<file path="src/hw/rtl/mwsh_pkg.sv">
// Shared constants, step codes and control structs of the whitespace-stripped hash block.
package mwsh_pkg;

   localparam logic [31:0] MIX_M = 32'h5BD1_E995;
   localparam logic [31:0] SEED  = 32'h0000_0001;

   localparam logic [7:0] CHAR_TAB   = 8'd9;
   localparam logic [7:0] CHAR_LF    = 8'd10;
   localparam logic [7:0] CHAR_CR    = 8'd13;
   localparam logic [7:0] CHAR_SPACE = 8'd32;

   localparam logic CMD_COUNT = 1'b0;
   localparam logic CMD_HASH  = 1'b1;

   localparam logic [2:0] STEP_NONE = 3'd0;
   localparam logic [2:0] STEP_MIX1 = 3'd1;
   localparam logic [2:0] STEP_MIX2 = 3'd2;
   localparam logic [2:0] STEP_MIX3 = 3'd3;
   localparam logic [2:0] STEP_FIN0 = 3'd4;
   localparam logic [2:0] STEP_FIN1 = 3'd5;

   typedef struct packed {
      logic       accept;
      logic [2:0] step;
   } cmd_type;

   typedef struct packed {
      logic mix_needed;
      logic fin_needed;
      logic out_free;
   } status_type;

   function automatic logic is_dropped(input logic [7:0] b);
      is_dropped = (b == CHAR_TAB) || (b == CHAR_LF) || (b == CHAR_CR) || (b == CHAR_SPACE);
   endfunction

endpackage

</file>
<file path="src/hw/rtl/mwsh_ctrl.sv">
// Sequencer of the whitespace-stripped hash block: accept, word mix and finalise steps.
module mwsh_ctrl (
   input  logic                 clock,
   input  logic                 reset,
   input  logic                 req_valid,
   output logic                 req_ready,
   input  mwsh_pkg::status_type status,
   output mwsh_pkg::cmd_type    cmd
);
   import mwsh_pkg::*;

   localparam logic [2:0] ST_IDLE = 3'd0;
   localparam logic [2:0] ST_MIX1 = 3'd1;
   localparam logic [2:0] ST_MIX2 = 3'd2;
   localparam logic [2:0] ST_MIX3 = 3'd3;
   localparam logic [2:0] ST_FIN0 = 3'd4;
   localparam logic [2:0] ST_FIN1 = 3'd5;

   logic [2:0] state_ff, state_in;
   logic       last_pend_ff, last_pend_in;
   logic       accept;

   assign req_ready = (state_ff == ST_IDLE);
   assign accept    = req_valid && req_ready;

   always_comb begin
      state_in     = state_ff;
      last_pend_in = last_pend_ff;
      cmd.accept   = accept;
      cmd.step     = STEP_NONE;
      case (state_ff)
         ST_IDLE: begin
            if (accept) begin
               if (status.mix_needed) begin
                  state_in     = ST_MIX1;
                  last_pend_in = status.fin_needed;
               end else if (status.fin_needed) begin
                  state_in = ST_FIN0;
               end
            end
         end
         ST_MIX1: begin
            cmd.step = STEP_MIX1;
            state_in = ST_MIX2;
         end
         ST_MIX2: begin
            cmd.step = STEP_MIX2;
            state_in = ST_MIX3;
         end
         ST_MIX3: begin
            cmd.step = STEP_MIX3;
            state_in = last_pend_ff ? ST_FIN0 : ST_IDLE;
         end
         ST_FIN0: begin
            cmd.step = STEP_FIN0;
            state_in = ST_FIN1;
         end
         ST_FIN1: begin
            // hold until the result register is free
            if (status.out_free) begin
               cmd.step = STEP_FIN1;
               state_in = ST_IDLE;
            end
         end
         default: begin
            state_in = ST_IDLE;
         end
      endcase
   end

   always_ff @(posedge clock) begin
      if (reset) begin
         state_ff     <= ST_IDLE;
         last_pend_ff <= 1'b0;
      end else begin
         state_ff     <= state_in;
         last_pend_ff <= last_pend_in;
      end
   end

`ifndef ASSERT_OFF
   a_full_word_mixes: assert property (@(posedge clock) disable iff (reset)
      (accept && status.mix_needed) |=> (state_ff == ST_MIX1))
      else $error("full word did not start the mix sequence");
   a_mix_returns: assert property (@(posedge clock) disable iff (reset)
      (state_ff == ST_MIX3 && !last_pend_ff) |=> (state_ff == ST_IDLE))
      else $error("mix without last beat did not return to idle");
   a_fin_order: assert property (@(posedge clock) disable iff (reset)
      (state_ff == ST_FIN0) |=> (state_ff == ST_FIN1))
      else $error("finalise steps out of order");
`endif

endmodule

</file>
<file path="src/hw/rtl/mwsh_datapath.sv">
// Datapath of the whitespace-stripped hash block: counters, word packing, shared multiplier.
module mwsh_datapath (
   input  logic                 clock,
   input  logic                 reset,
   input  mwsh_pkg::cmd_type    cmd,
   output mwsh_pkg::status_type status,
   input  logic                 req_cmd,
   input  logic [7:0]           req_data_byte,
   input  logic                 req_byte_valid,
   input  logic                 req_last,
   output logic                 rsp_valid,
   input  logic                 rsp_ready,
   output logic [31:0]          rsp_hash,
   output logic [31:0]          rsp_kept_length
);
   import mwsh_pkg::*;

   logic [31:0] kept_count_ff, kept_count_in;
   logic [31:0] hash_acc_ff, hash_acc_in;
   logic [23:0] word_ff, word_in;
   logic [1:0]  biw_ff, biw_in;
   logic        started_ff, started_in;
   logic [31:0] k_ff, k_in;
   logic [31:0] h_ff, h_in;
   logic        rsp_valid_ff, rsp_valid_in;
   logic [31:0] rsp_hash_ff, rsp_hash_in;
   logic [31:0] rsp_len_ff, rsp_len_in;

   logic        kept;
   logic [23:0] eff_word;
   logic [1:0]  eff_biw;
   logic [23:0] byte_shifted;
   logic [31:0] mul_a, mul_p, fin_t;

   assign kept     = req_byte_valid && !is_dropped(req_data_byte);
   assign eff_word = started_ff ? word_ff : 24'd0;
   assign eff_biw  = started_ff ? biw_ff : 2'd0;
   assign byte_shifted = {16'd0, req_data_byte} << {eff_biw, 3'b000};

   assign status.mix_needed = (req_cmd == CMD_HASH) && kept && (eff_biw == 2'd3);
   assign status.fin_needed = (req_cmd == CMD_HASH) && req_last;
   assign status.out_free   = !rsp_valid_ff || rsp_ready;

   // one shared multiplier, operand chosen by the step in progress
   always_comb begin
      case (cmd.step)
         STEP_MIX1, STEP_MIX2: mul_a = k_ff;
         STEP_MIX3:            mul_a = hash_acc_ff;
         STEP_FIN0:            mul_a = hash_acc_ff ^ {8'd0, word_ff};
         STEP_FIN1:            mul_a = h_ff;
         default:              mul_a = k_ff;
      endcase
   end

   assign mul_p = mul_a * MIX_M;
   assign fin_t = (biw_ff != 2'd0) ? mul_p : hash_acc_ff;

   always_comb begin
      kept_count_in = kept_count_ff;
      hash_acc_in   = hash_acc_ff;
      word_in       = word_ff;
      biw_in        = biw_ff;
      started_in    = started_ff;
      k_in          = k_ff;
      h_in          = h_ff;
      rsp_valid_in  = rsp_valid_ff && !rsp_ready;
      rsp_hash_in   = rsp_hash_ff;
      rsp_len_in    = rsp_len_ff;

      if (cmd.accept) begin
         if (req_cmd == CMD_COUNT) begin
            // abandon any unfinished hashing pass
            if (started_ff) begin
               hash_acc_in = 32'd0;
               word_in     = 24'd0;
               biw_in      = 2'd0;
               started_in  = 1'b0;
            end
            if (kept) begin
               kept_count_in = kept_count_ff + 32'd1;
            end
         end else begin
            started_in = 1'b1;
            if (!started_ff) begin
               hash_acc_in = SEED ^ kept_count_ff;
               word_in     = 24'd0;
               biw_in      = 2'd0;
            end
            if (kept) begin
               if (eff_biw == 2'd3) begin
                  k_in    = {req_data_byte, eff_word};
                  word_in = 24'd0;
                  biw_in  = 2'd0;
               end else begin
                  word_in = eff_word | byte_shifted;
                  biw_in  = eff_biw + 2'd1;
               end
            end
         end
      end

      case (cmd.step)
         STEP_MIX1: k_in = mul_p ^ (mul_p >> 24);
         STEP_MIX2: k_in = mul_p;
         STEP_MIX3: hash_acc_in = mul_p ^ k_ff;
         STEP_FIN0: h_in = fin_t ^ (fin_t >> 13);
         STEP_FIN1: begin
            rsp_hash_in   = mul_p ^ (mul_p >> 15);
            rsp_len_in    = kept_count_ff;
            rsp_valid_in  = 1'b1;
            kept_count_in = 32'd0;
            hash_acc_in   = 32'd0;
            word_in       = 24'd0;
            biw_in        = 2'd0;
            started_in    = 1'b0;
         end
         default: begin
         end
      endcase
   end

   always_ff @(posedge clock) begin
      if (reset) begin
         kept_count_ff <= 32'd0;
         hash_acc_ff   <= 32'd0;
         word_ff       <= 24'd0;
         biw_ff        <= 2'd0;
         started_ff    <= 1'b0;
         rsp_valid_ff  <= 1'b0;
      end else begin
         kept_count_ff <= kept_count_in;
         hash_acc_ff   <= hash_acc_in;
         word_ff       <= word_in;
         biw_ff        <= biw_in;
         started_ff    <= started_in;
         rsp_valid_ff  <= rsp_valid_in;
      end
   end

   always_ff @(posedge clock) begin
      k_ff        <= k_in;
      h_ff        <= h_in;
      rsp_hash_ff <= rsp_hash_in;
      rsp_len_ff  <= rsp_len_in;
   end

   assign rsp_valid       = rsp_valid_ff;
   assign rsp_hash        = rsp_hash_ff;
   assign rsp_kept_length = rsp_len_ff;

`ifndef ASSERT_OFF
   a_result_clears: assert property (@(posedge clock) disable iff (reset)
      (cmd.step == STEP_FIN1) |=> (kept_count_ff == 32'd0 && !started_ff && rsp_valid_ff))
      else $error("state not cleared after a result");
   a_fin1_slot_free: assert property (@(posedge clock) disable iff (reset)
      (cmd.step == STEP_FIN1) |-> status.out_free)
      else $error("result written while the output register was full");
`endif

endmodule

</file>
<file path="src/hw/rtl/murmur2_whitespace_stripped_hash.sv">
// Top level of the whitespace-stripped 32-bit MurmurHash2 fingerprint block (seed 1).
//
//   channel | ports                                              | direction
//   --------+----------------------------------------------------+----------
//   req     | req_valid/ready, cmd, data_byte, byte_valid, last  | in
//   rsp     | rsp_valid/ready, hash, kept_length                 | out
//
// A beat that completes no word needs no multiplier step. A kept byte that fills a word
// adds two key mixes and one hash mix on the single shared 32x32 multiplier.
// The last hashing beat adds the finalise steps FIN0 and FIN1 on the same multiplier.
// Reset clears the count and the hashing state at once; no clearing pass is needed.
// The result sits in an output register, so req_ready returns while a result waits;
// a second result holds in the last finalise step until the first is taken.
module murmur2_whitespace_stripped_hash (
   input  logic        clock,
   input  logic        reset,
   input  logic        req_valid,
   output logic        req_ready,
   input  logic        req_cmd,
   input  logic [7:0]  req_data_byte,
   input  logic        req_byte_valid,
   input  logic        req_last,
   output logic        rsp_valid,
   input  logic        rsp_ready,
   output logic [31:0] rsp_hash,
   output logic [31:0] rsp_kept_length
);
   import mwsh_pkg::*;

   cmd_type    cmd;
   status_type status;

   // sequencer: decides accept, mix and finalise steps
   mwsh_ctrl u_ctrl (
      .clock     (clock),
      .reset     (reset),
      .req_valid (req_valid),
      .req_ready (req_ready),
      .status    (status),
      .cmd       (cmd)
   );

   // datapath: count, pack bytes, run the shared multiplier, hold the result
   mwsh_datapath u_datapath (
      .clock           (clock),
      .reset           (reset),
      .cmd             (cmd),
      .status          (status),
      .req_cmd         (req_cmd),
      .req_data_byte   (req_data_byte),
      .req_byte_valid  (req_byte_valid),
      .req_last        (req_last),
      .rsp_valid       (rsp_valid),
      .rsp_ready       (rsp_ready),
      .rsp_hash        (rsp_hash),
      .rsp_kept_length (rsp_kept_length)
   );

endmodule
</file>
<file path="config.mk">
export PLATFORM = sky130hd
export DESIGN_NAME = murmur2_whitespace_stripped_hash
export DESIGN_NICKNAME = d
export VERILOG_FILES = /design/src/hw/rtl/mwsh_pkg.sv /design/src/hw/rtl/mwsh_ctrl.sv /design/src/hw/rtl/mwsh_datapath.sv /design/src/hw/rtl/murmur2_whitespace_stripped_hash.sv
export SDC_FILE = /design/constraint.sdc
export NUM_CORES = 1
export LEC_CHECK = 0
export BUFFER_PORTS_ARGS = -buffer_cell sky130_fd_sc_hd__buf_2
export CAP_MARGIN = 30
export CORE_MARGIN = 8
export CORE_UTILIZATION = 45
export CTS_BUF_LIST = sky130_fd_sc_hd__clkbuf_4
export CTS_CLUSTER_DIAMETER = 150
export DETAILED_ROUTE_END_ITERATION = 10
export PLACE_DENSITY_LB_ADDON = 0.1
export SLEW_MARGIN = 25
export SYNTH_ARGS = -nofsm -noshare
export SYNTH_HDL_FRONTEND = slang
export SYNTH_HIERARCHICAL = 1
export SYNTH_SLANG_ARGS = --single-unit
</file>
<file path="constraint.sdc">
create_clock -name clock -period 11.9 [get_ports clock]
set_input_delay 2.38 -clock clock [delete_from_list [all_inputs] [get_ports clock]]
set_output_delay 2.38 -clock clock [all_outputs]
set_load 0.005 [all_outputs]
</file>
==> metrics <==
status finished clean; via count 15300; Crit Reg-Reg Startpoint u_ctrl/state_ff[2]; setup TNS 0 ns; Synth area leaders edfxtp_1, fa_1, ha_1, dfxtp_1, inv_1; area share of the largest cell type after synthesis 0.193; Fillers 4236; clock buffer depth 3; Final Wtd Congestion 0.933; clock latency on the worst-skew pair 0.72 ns; CTS tree yes; CTS Root Cell clkbuf_4; htree depth 2; Seq/Total Area, Yosys 0.290; number of global-route vias before repair 15800; Slew HR 0.327; Die Span Y 226 um; Initial DRT Pass Iterations 6; Worst-Margin Slew 1.00 ns; Core ar. 43900 sq um; type of the worst min-delay path reg -> reg; Routed WL 64200 um; GR Overflow Total 0; Mean Syn Cell Area 9.93 sq um; io pins 81; CP startpoint rsp_ready; Final setup viols 0; routed vias/inst 5.50; post-synthesis register bit count 224; CP required 12.33 ns; Initial DRC Count 1360; worst-path maximum fanout 17; nets@finish 2556; Cell Area, Synth 19900 sq um; Sequential Area 5770 sq um; CTS sink cnt 224; initial antenna violation count 3; Rows 77; largest net degree at the start of global routing 60; Fmax 91.5 MHz; post-synthesis cell type count 76; layout cell share with drive strength beyond 1 0.130; unrepaired setup endpoints after global routing no; PortBufs 80; post-route setup slack 0.967 ns; Area Growth Syn to Fin 11.4%; Slew Viols, Final 0; FF-to-FF path depth 35; DR WL/cell 23.0 um; CP peak stage delay 0.70 ns; crit path time final 10.93 ns; Hold Violations, Final 0; Final Skew 0.0422 ns; WS Path Type in -> reg; ys flop type edfxtp_1; TritonCTS buffer count 58; yosys warns 6; postcts setup bufs 0; worst slack, placed 0.309 ns; Most common cell on crit path fa_1; Remaining DRCs 0; crit start category primary input; arrival time at the worst endpoint 11.36 ns; Final Cycle Share 0.919; Commonest cells post-synth inv_1, ha_1, fa_1; Setup crit end kind register; Final Core Density 0.505; first-pass GRT wire length 97500 um; CP max-delay cell or3b_1; post-route ant nets 0; Multi-input gate area 12400 sq um; # resized after CTS 0; DIE WIDTH 226 um; Initial Utilization 0.453; CP Capture Point u_datapath/h_ff[15]; Max Cap Violations 0; r2r setup slk 1.89 ns; Synth async-reset ratio 0; area leader, netlist edfxtp_1; worst reg2reg path endpoint u_datapath/h_ff[15]; GRT Util Overall 0.254; clock slew at reported path FFs 0.07 ns; synthesized instance count 2003; synthesized netlist net count 2414; Total Die Area 51200 sq um; CTS Hold Bufs 0; HPWL after detailed placement 49100 um; top-count cell post-synth inv_1; Post-synth EDFFs 128
kinds of logic (layout without fill, tap and decap cells):
family                   count (synthesis)  count (layout)  synth area share
XOR/XNOR                               161             161            0.0796
adder cells (fa/ha/maj)                396             396             0.317
other                                    0               1                 0
flip-flops                             224             224             0.290
AND/OR/NAND/NOR                        398             398            0.0935
AO/OA/AOI/OAI                          321             321             0.111
multiplexers                            38              38            0.0201
buffers and inverters                  465             656            0.0895
registers in the layout, summed over array words and instances (netlist names):
name,cells
u_datapath/h_ff,32
u_datapath/hash_acc_ff,32
u_datapath/k_ff,32
u_datapath/kept_count_ff,32
u_datapath/rsp_hash,32
u_datapath/rsp_kept_length,32
u_datapath/word_ff,24
u_ctrl/state_ff,3
u_datapath/biw_ff,2
u_ctrl/last_pend_ff,1
u_datapath/rsp_valid,1
u_datapath/started_ff,1
placed cells by master (no fill, tap or decap), types with 8 or more instances in the layout:
master	n
ha_1	217
a21o_1	16
mux2i_1	22
o21a_1	8
inv_1	394
edfxtp_1	128
a221oi_1	32
or3_1	12
clkinv_1	22
xnor3_1	8
buf_2	83
nand4_1	10
nor2_1	112
buf_4	63
fa_1	179
a21oi_1	57
nand3_1	34
o21ai_0	76
a211oi_1	20
mux2_2	16
and2_1	12
a22oi_1	31
o22ai_1	14
dfxtp_1	96
nand2b_1	8
nand2_1	125
nor3_1	33
xor2_1	66
xnor2_1	81
clkbuf_4	84
layout make-up:
cell class / instances / share of cell area
inverter: 396 / 0.0671
tap: 592 / 0.0334
sequential: 224 / 0.260
clock inverter: 26 / 0.00801
multi-input combinational: 1314 / 0.560
antenna: 1 / 0.000113
clock buffer: 83 / 0.0281
timing repair buffer: 151 / 0.0436
critical path: cells and delay by family:
kind | cells | cell delay, ns
xor+xnor | 2 | 0.63
fa+ha+maj | 9 | 3.98
compound gates | 6 | 1.63
simple gates | 8 | 1.43
buf+inv | 10 | 1.31
through the flow:
step	hold WS (ns)	std cells	instance area, sq um
after detailed placement	0.492	2675	21300
after floorplan	0.430	2003	19900
after CTS	0.505	2784	22100
final	0.506	2787	22200
after global routing	0.533	2787	22200
after global placement	0.492	2671	21300
worst min path at each step:
stage	from	to	slack, ns	depth (start not counted)
after floorplan	u_datapath/kept_count_ff[20]	u_datapath/rsp_kept_length[20]	0.43	0
after global placement	u_datapath/hash_acc_ff[22]	u_datapath/hash_acc_ff[22]	0.49	2
after detailed placement	u_datapath/hash_acc_ff[22]	u_datapath/hash_acc_ff[22]	0.49	2
after CTS	u_datapath/hash_acc_ff[22]	u_datapath/hash_acc_ff[22]	0.50	2
after global routing	u_datapath/hash_acc_ff[25]	u_datapath/hash_acc_ff[25]	0.53	2
final	u_datapath/hash_acc_ff[11]	u_datapath/hash_acc_ff[11]	0.51	2
per-layer routing:
layer / vias up / wire length (um) / global-route usage
li1: 7021 / - / -
met1: 7585 / 27300 / 0.337
met2: 602 / 29400 / 0.406
met3: 123 / 5220 / 0.0599
met4: 2 / 2180 / 0.0854
met5: - / 13 / 0
Power is not shown: default switching activity piles up to over one toggle a cycle in this logic, so the estimate is an artifact.
